[src/rtl/core/assert_macros.svh]
// assertion macros used by the top level rtl file
`ifndef ASSERT_MACROS_SVH
`define ASSERT_MACROS_SVH
`ifndef SYNTHESIS
// property must hold at every clock edge outside reset
`define ITP_ASSERT(lbl, prop, msg) \
    lbl: assert property (@(posedge i_clk) disable iff (!i_rst_n) prop) else $error(msg);
// expression must never be true outside reset
`define ITP_ASSERT_NEVER(lbl, expr, msg) \
    lbl: assert property (@(posedge i_clk) disable iff (!i_rst_n) !(expr)) else $error(msg);
`else
`define ITP_ASSERT(lbl, prop, msg)
`define ITP_ASSERT_NEVER(lbl, expr, msg)
`endif
`endif

[src/rtl/core/itp_pkg.sv]
// shared types and constants for the interval table point query block
package itp_pkg;

    localparam int DATA_W         = 32;
    localparam int MAX_RANGES_DEF = 64;

    // request operation codes
    localparam logic OP_INSERT = 1'b0;
    localparam logic OP_QUERY  = 1'b1;

    // result status codes
    localparam logic STATUS_OK   = 1'b0;
    localparam logic STATUS_FULL = 1'b1;

    // sequencer states
    typedef enum logic [1:0] {
        ST_IDLE,
        ST_SCAN,
        ST_DRAIN,
        ST_FINISH
    } t_state;

    // control from the sequencer to the compare unit
    typedef struct packed {
        logic clear;
        logic step;
    } t_scan_ctl;

endpackage

[src/rtl/core/itp_table.sv]
// range table memory: one write port, one registered read port
module itp_table
    import itp_pkg::*;
#(
    parameter int DEPTH = MAX_RANGES_DEF,
    parameter int AW    = 6
) (
    input  logic                     i_clk,
    input  logic                     i_wr_en,
    input  logic [AW-1:0]            i_wr_addr,
    input  logic signed [DATA_W-1:0] i_wr_start,
    input  logic signed [DATA_W-1:0] i_wr_end,
    input  logic                     i_rd_en,
    input  logic [AW-1:0]            i_rd_addr,
    output logic signed [DATA_W-1:0] o_rd_start,
    output logic signed [DATA_W-1:0] o_rd_end
);

    logic [2*DATA_W-1:0] mem [DEPTH];
    logic [2*DATA_W-1:0] r_rd_data;

    // write port
    always_ff @(posedge i_clk) begin
        if (i_wr_en) begin
            mem[i_wr_addr] <= {i_wr_start, i_wr_end};
        end
    end

    // registered read port
    always_ff @(posedge i_clk) begin
        if (i_rd_en) begin
            r_rd_data <= mem[i_rd_addr];
        end
    end

    assign o_rd_start = $signed(r_rd_data[2*DATA_W-1:DATA_W]);
    assign o_rd_end   = $signed(r_rd_data[DATA_W-1:0]);

endmodule

[src/rtl/core/itp_scan.sv]
// shared compare unit: tracks best start and best end entries over a scan
module itp_scan
    import itp_pkg::*;
#(
    parameter int AW = 6
) (
    input  logic                     i_clk,
    input  logic                     i_rst_n,
    input  t_scan_ctl                i_ctl,
    input  logic signed [DATA_W-1:0] i_value,
    input  logic [AW-1:0]            i_idx,
    input  logic signed [DATA_W-1:0] i_start,
    input  logic signed [DATA_W-1:0] i_end,
    output logic                     o_inside
);

    logic signed [DATA_W-1:0] r_value;
    logic                     r_have_a;
    logic                     r_have_b;
    logic [AW-1:0]            r_a_idx;
    logic [AW-1:0]            r_b_idx;
    logic signed [DATA_W-1:0] r_a_val;
    logic signed [DATA_W-1:0] r_b_val;
    logic                     hit_a;
    logic                     hit_b;

    // greatest start not above the value, later entry wins a tie
    assign hit_a = (i_start <= r_value) && (!r_have_a || (i_start >= r_a_val));
    // least end not below the value, later entry wins a tie
    assign hit_b = (i_end >= r_value) && (!r_have_b || (i_end <= r_b_val));

    // found flags
    always_ff @(posedge i_clk) begin
        if (!i_rst_n) begin
            r_have_a <= 1'b0;
            r_have_b <= 1'b0;
        end else if (i_ctl.clear) begin
            r_have_a <= 1'b0;
            r_have_b <= 1'b0;
        end else if (i_ctl.step) begin
            if (hit_a) begin
                r_have_a <= 1'b1;
            end
            if (hit_b) begin
                r_have_b <= 1'b1;
            end
        end
    end

    // best entries and query value
    always_ff @(posedge i_clk) begin
        if (i_ctl.clear) begin
            r_value <= i_value;
        end else if (i_ctl.step) begin
            if (hit_a) begin
                r_a_idx <= i_idx;
                r_a_val <= i_start;
            end
            if (hit_b) begin
                r_b_idx <= i_idx;
                r_b_val <= i_end;
            end
        end
    end

    assign o_inside = r_have_a && r_have_b && (r_a_idx == r_b_idx);

endmodule

[src/rtl/core/interval_table_point_query.sv]
// top level of the interval table point query block
//
// Input channel: i_in_valid / o_in_stall carries one request: an insert
// (i_operation low) appends [i_range_start, i_range_end] to the table, a
// query (i_operation high) tests i_query_value against the stored ranges.
// Output channel: o_out_valid / i_out_stall returns exactly one result per
// request: o_status (high when an insert was dropped on a full table) and
// o_inside_res (query answer, low for inserts).
// Sequence: an insert, or a query on an empty table, goes from acceptance to
// ST_FINISH and from there into the output register. A query with N stored
// entries reads the table memory once per entry through its single read port
// in ST_SCAN and feeds the shared compare unit, then passes ST_DRAIN and
// ST_FINISH before its result is loaded into the output register.
// One request is worked on at a time; o_in_stall is high while it is.
// Reset empties the table at once (entry count to zero, no clearing pass);
// entries are only read below the count.
// A stalled result stays in the output register; the next request is taken
// meanwhile and its result waits in the final state until the register frees.
`include "assert_macros.svh"

module interval_table_point_query
    import itp_pkg::*;
#(
    parameter int MAX_RANGES = MAX_RANGES_DEF
) (
    input  logic                     i_clk,
    input  logic                     i_rst_n,
    input  logic                     i_in_valid,
    output logic                     o_in_stall,
    input  logic                     i_operation,
    input  logic signed [DATA_W-1:0] i_range_start,
    input  logic signed [DATA_W-1:0] i_range_end,
    input  logic signed [DATA_W-1:0] i_query_value,
    output logic                     o_out_valid,
    input  logic                     i_out_stall,
    output logic                     o_status,
    output logic                     o_inside_res
);

    localparam int AW = (MAX_RANGES > 1) ? $clog2(MAX_RANGES) : 1;
    localparam int CW = $clog2(MAX_RANGES + 1);

    t_state                   r_state;
    t_state                   n_state;
    logic [CW-1:0]            r_count;
    logic [AW-1:0]            r_idx;
    logic [AW-1:0]            n_idx;
    logic [AW-1:0]            r_rd_idx;
    logic                     r_rd_vld;
    logic                     r_res_status;
    logic                     r_use_scan;
    logic                     r_out_valid;
    logic                     r_out_status;
    logic                     r_out_inside;
    logic                     accept;
    logic                     full;
    logic                     wr_en;
    logic                     rd_en;
    logic                     load_out;
    logic                     scan_inside;
    logic signed [DATA_W-1:0] rd_start;
    logic signed [DATA_W-1:0] rd_end;
    t_scan_ctl                scan_ctl;

    assign o_in_stall = (r_state != ST_IDLE);
    assign accept     = i_in_valid && !o_in_stall;
    assign full       = (r_count == CW'(MAX_RANGES));
    assign wr_en      = accept && (i_operation == OP_INSERT) && !full;

    // sequencer next state and controls
    always_comb begin
        n_state  = r_state;
        n_idx    = r_idx;
        rd_en    = 1'b0;
        load_out = 1'b0;
        case (r_state)
            ST_IDLE: begin
                if (accept) begin
                    n_idx = '0;
                    if ((i_operation == OP_QUERY) && (r_count != '0)) begin
                        n_state = ST_SCAN;
                    end else begin
                        n_state = ST_FINISH;
                    end
                end
            end
            ST_SCAN: begin
                rd_en = 1'b1;
                n_idx = r_idx + AW'(1);
                if (CW'(r_idx) == (r_count - CW'(1))) begin
                    n_state = ST_DRAIN;
                end
            end
            ST_DRAIN: begin
                n_state = ST_FINISH;
            end
            ST_FINISH: begin
                if (!r_out_valid || !i_out_stall) begin
                    load_out = 1'b1;
                    n_state  = ST_IDLE;
                end
            end
            default: begin
                n_state = ST_IDLE;
            end
        endcase
    end

    // sequencer state, entry count and read pipeline flag
    always_ff @(posedge i_clk) begin
        if (!i_rst_n) begin
            r_state  <= ST_IDLE;
            r_count  <= '0;
            r_rd_vld <= 1'b0;
        end else begin
            r_state  <= n_state;
            r_rd_vld <= rd_en;
            if (wr_en) begin
                r_count <= r_count + CW'(1);
            end
        end
    end

    // scan index and per request result bits
    always_ff @(posedge i_clk) begin
        r_idx <= n_idx;
        if (rd_en) begin
            r_rd_idx <= r_idx;
        end
        if (accept) begin
            r_res_status <= ((i_operation == OP_INSERT) && full) ? STATUS_FULL : STATUS_OK;
            r_use_scan   <= (i_operation == OP_QUERY) && (r_count != '0);
        end
    end

    // output register
    always_ff @(posedge i_clk) begin
        if (!i_rst_n) begin
            r_out_valid <= 1'b0;
        end else if (load_out) begin
            r_out_valid <= 1'b1;
        end else if (!i_out_stall) begin
            r_out_valid <= 1'b0;
        end
    end

    always_ff @(posedge i_clk) begin
        if (load_out) begin
            r_out_status <= r_res_status;
            r_out_inside <= r_use_scan && scan_inside;
        end
    end

    assign o_out_valid  = r_out_valid;
    assign o_status     = r_out_status;
    assign o_inside_res = r_out_inside;

    // range storage
    itp_table #(
        .DEPTH (MAX_RANGES),
        .AW    (AW)
    ) u_table (
        .i_clk      (i_clk),
        .i_wr_en    (wr_en),
        .i_wr_addr  (r_count[AW-1:0]),
        .i_wr_start (i_range_start),
        .i_wr_end   (i_range_end),
        .i_rd_en    (rd_en),
        .i_rd_addr  (r_idx),
        .o_rd_start (rd_start),
        .o_rd_end   (rd_end)
    );

    // compare unit control
    assign scan_ctl.clear = accept && (i_operation == OP_QUERY);
    assign scan_ctl.step  = r_rd_vld;

    itp_scan #(
        .AW (AW)
    ) u_scan (
        .i_clk    (i_clk),
        .i_rst_n  (i_rst_n),
        .i_ctl    (scan_ctl),
        .i_value  (i_query_value),
        .i_idx    (r_rd_idx),
        .i_start  (rd_start),
        .i_end    (rd_end),
        .o_inside (scan_inside)
    );

    // checks
    `ITP_ASSERT(a_count_bound, (r_count <= CW'(MAX_RANGES)), "entry count above table depth")
    `ITP_ASSERT(a_full_drop, ((accept && (i_operation == OP_INSERT) && full) |=> $stable(r_count)), "count moved on dropped insert")
    `ITP_ASSERT(a_scan_index, ((r_state == ST_SCAN) |-> (CW'(r_idx) < r_count)), "scan index past stored entries")
    `ITP_ASSERT_NEVER(a_rd_outside_scan, (r_rd_vld && (r_state != ST_SCAN) && (r_state != ST_DRAIN)), "read data outside scan")

endmodule

[config.mk]
export PLATFORM = sky130hd
export DESIGN_NAME = interval_table_point_query
export DESIGN_NICKNAME = d
export VERILOG_FILES = /design/src/rtl/core/itp_pkg.sv /design/src/rtl/core/itp_table.sv /design/src/rtl/core/itp_scan.sv /design/src/rtl/core/interval_table_point_query.sv
export VERILOG_INCLUDE_DIRS = /design/src /design/src/rtl/core
export SDC_FILE = /design/constraint.sdc
export NUM_CORES = 2
export LEC_CHECK = 0
export BUFFER_PORTS_ARGS = -buffer_cell sky130_fd_sc_hd__buf_4
export CAP_MARGIN = 40
export CORE_MARGIN = 2
export CORE_UTILIZATION = 35
export CTS_BUF_LIST = sky130_fd_sc_hd__clkbuf_2
export DETAILED_ROUTE_END_ITERATION = 16
export MAX_ROUTING_LAYER = met4
export PLACE_DENSITY = 0.45
export REMOVE_ABC_BUFFERS = 1
export SLEW_MARGIN = 20
export SYNTH_ARGS = -nofsm -noshare
export SYNTH_HDL_FRONTEND = slang
export SYNTH_HIERARCHICAL = 1
export SYNTH_SLANG_ARGS = --single-unit
[constraint.sdc]
create_clock -name i_clk -period 12.45 [get_ports i_clk]
set_input_delay 1.8675 -clock i_clk [delete_from_list [all_inputs] [get_ports i_clk]]
set_output_delay 1.8675 -clock i_clk [all_outputs]
set_load 0.01 [all_outputs]
==> flow_summary.toml <==
[detailed_routing]
wl_per_cell_um = 32.37
drt_pre_antenna_iters = 5
vias_per_cell = 5.434
postRouteAntennaNets = 0
dr.first_iter.drc_count = 9065
drc = 0
num_vias = 85070
routed_wl_um = 506800

[place]
gp_congestion = 0.8071
post-dp-hpwl_um = 301100
port_buffers = 104

[worst_setup_path]
ff2ff_setup_slack_ns = 7.38
r2r_cells = 7
cp.arrival_ns = 3.57
end_kind = "output port"
path_cells = "inv_1, ha_1, inv_1, buf_4"
crit_path_top_delay_cell = "dfxtp_1"
slowest_delay_ns = 0.45
cpMostUsedCell = "inv_1"
path_max_fanout = 7
reg2reg_from = "r_idx[0]"
crit_type = "reg -> out"
cp-start-kind = "register"
rr_endpoint = "u_table/r_rd_data[23]"
cp_data_required_time_ns = 10.58

[logic_synthesis]
yosysMostFrequentCell = "edfxtp_1"
synthesis.area_um2 = 165000
synth_edf_count = 4284
yosysSeqAreaShare_pct = 78.13
synth_top_cell_area_share_pct = 77.97
yosys-top-cells-area = "edfxtp_1, mux4_2, ha_1"
synth_seq_cells = 4297
synth.avg_cell_area_um2 = 22.65
async_flop_share_pct = 0
netlist-cell-type-count = 69
synth_warnings = 6
synth_cells = 7285
synthFlopType = "edfxtp_1"
synthTopCellsByCount = "edfxtp_1, mux4_2, buf_2"
yosys.area.top_type = "edfxtp_1"

[cts]
htree_levels = 7
cts_buffers = 1213
clock-sinks = 4297
cts_resized = 0
clk_pin_slew_worst_paths_ns = 0.11
cts_setup_buffers = 0
cts_hold_buffers = 112
clock_latency_ns = 2.33
cts_tree = "built"
cts_root_buf = "clkbuf_2"
clockBufferDepth = 5

[finish]
area_delta_synth_final_pct = 13.44
post-route-util_pct = 39.81
nets = 8891
drive_gt1_share_pct = 35.77

[power]
powerDensity_nw_per_um2 = 186.7
ir_worst_vdd_uv = 113.3
finalPower_uw = 34940
leakage_uw = 0.06050

[sta]
setup_viol = 0
rsz0062_at_grt = "no"
tightest_slew_ns = 1.085
hold_viol = 0
slew_violations = 0
slew_headroom_pct = 27.65
min_period_over_period_pct = 43.69
fin_setup_tns_ns = 0
fmaxAchievable_ghz = 0.1838
clock_skew_ns = 0.2593
post-route-min-period_ns = 5.439

[min_path]
hold-path-endpoint = "u_table/mem[35][28]"
hold_path_depth = 2
hold_start = "i_range_end[28]"
hold_class = "in -> reg"

[global_route]
grt-ovfl-total = 0
grt_max_degree = 101
grt_use_total_pct = 21.85
grt_pass1_vias = 87510
antenna_found_initial = 66
grt_pass1_wl_um = 699300

[floorplanning]
die_w_um = 690.6
core-area_um2 = 470100
ioPinCount = 105
die_area_um2 = 476900
dieHeight_um = 690.6
rows = 252
start_util_pct = 35.10

[status]
status = "finished, final reports clean"

[run]
maxCapViolCount = 0
==> worst max path at each step <==
stage / startpoint / to / slack, ns / cells past startpoint
6_report: r_state[0] / o_in_stall / 7.01 / 4
2_1_floorplan: r_idx[0] / u_table/r_rd_data[11] / -34.82 / 4
3_5_place_dp: i_in_valid / u_table/mem[27][56] / 6.38 / 7
5_1_grt: r_state[0] / o_in_stall / 6.69 / 4
4_1_cts: r_state[0] / o_in_stall / 6.65 / 4
3_3_place_gp: i_in_valid / u_table/mem[14][9] / 6.33 / 7
==> layout by cell type, fill, tap and decap left out, types with 88 or more instances in the layout <==
master,n
edfxtp_1,4284
clkbuf_2,1744
mux4_2,1024
buf_4,318
a22oi_1,169
clkinv_1,158
mux2i_1,138
ha_1,135
inv_1,127
dlygate4sd3_1,112
nand2_1,93
a22o_1,88
==> cells by family after synthesis <==
group | Yosys count | synth area share (%)
compound gates | 633 | 2.855
fa+ha+maj | 136 | 1.031
mux | 1162 | 14.81
buf+inv | 503 | 1.389
xor+xnor | 25 | 0.1327
flops | 4297 | 78.13
simple gates | 529 | 1.650
==> stage by stage <==
stage	hold slack, ns	worst slack, ns	cell area, µm²	cells
finish	0.3430	7.011	187200	15660
floorplan	0.4003	-34.82	163200	6909
detailed placement	0.4296	6.378	175300	13510
CTS	0.01566	6.654	186200	15570
global placement	0.4255	6.326	174100	13450
global route	0.08955	6.691	187100	15630
==> per-layer routing <==
layer / track usage [%] / wire, µm / up-vias
li1: - / - / 34490
met1: 30.49 / 225800 / 46470
met2: 32.70 / 237100 / 3300
met3: 3.972 / 32970 / 802
met4: 6.819 / 10890 / 0
met5: - / 0 / -
==> power breakdown <==
group / internal, µW / switching (µW) / total (µW)
sequential: 16200 / 295 / 16500
combinational: 3420 / 5410 / 8820
clock: 3840 / 5770 / 9610
total: 23500 / 11500 / 34900
==> worst max-delay path, delay by kind of cell (launching register included) <==
kind,cells,cell delay [ns]
fa+ha+maj,1,0.31
buf+inv,3,0.52
flops,1,0.45
==> flip-flops by register name, indices dropped and copies added, names as in the netlist, 2 cells and up <==
| register | cells |
|---|---|
| r_count | 7 |
| r_idx | 6 |
| r_rd_idx | 6 |
| r_state | 2 |
| u_scan/r_a_idx | 6 |
| u_scan/r_a_val | 32 |
| u_scan/r_b_idx | 6 |
| u_scan/r_b_val | 32 |
| u_scan/r_value | 32 |
| u_table/mem | 4096 |
| u_table/r_rd_data | 64 |
==> cell type report <==
| type | count | area (µm²) |
|---|---|---|
| Sequential cell | 4297 | 128900 |
| Multi-Input combinational cell | 2485 | 34400 |
| Tap cell | 6223 | 7786 |
| Antenna cell | 46 | 115.1 |
| Clock inverter | 203 | 1001 |
| Timing Repair Buffer | 530 | 5753 |
| Clock buffer | 1744 | 8728 |
| Fill cell | 42440 | 283000 |
| Inverter | 127 | 476.7 |
No activity file was read; power rests on OpenSTA's default activity.
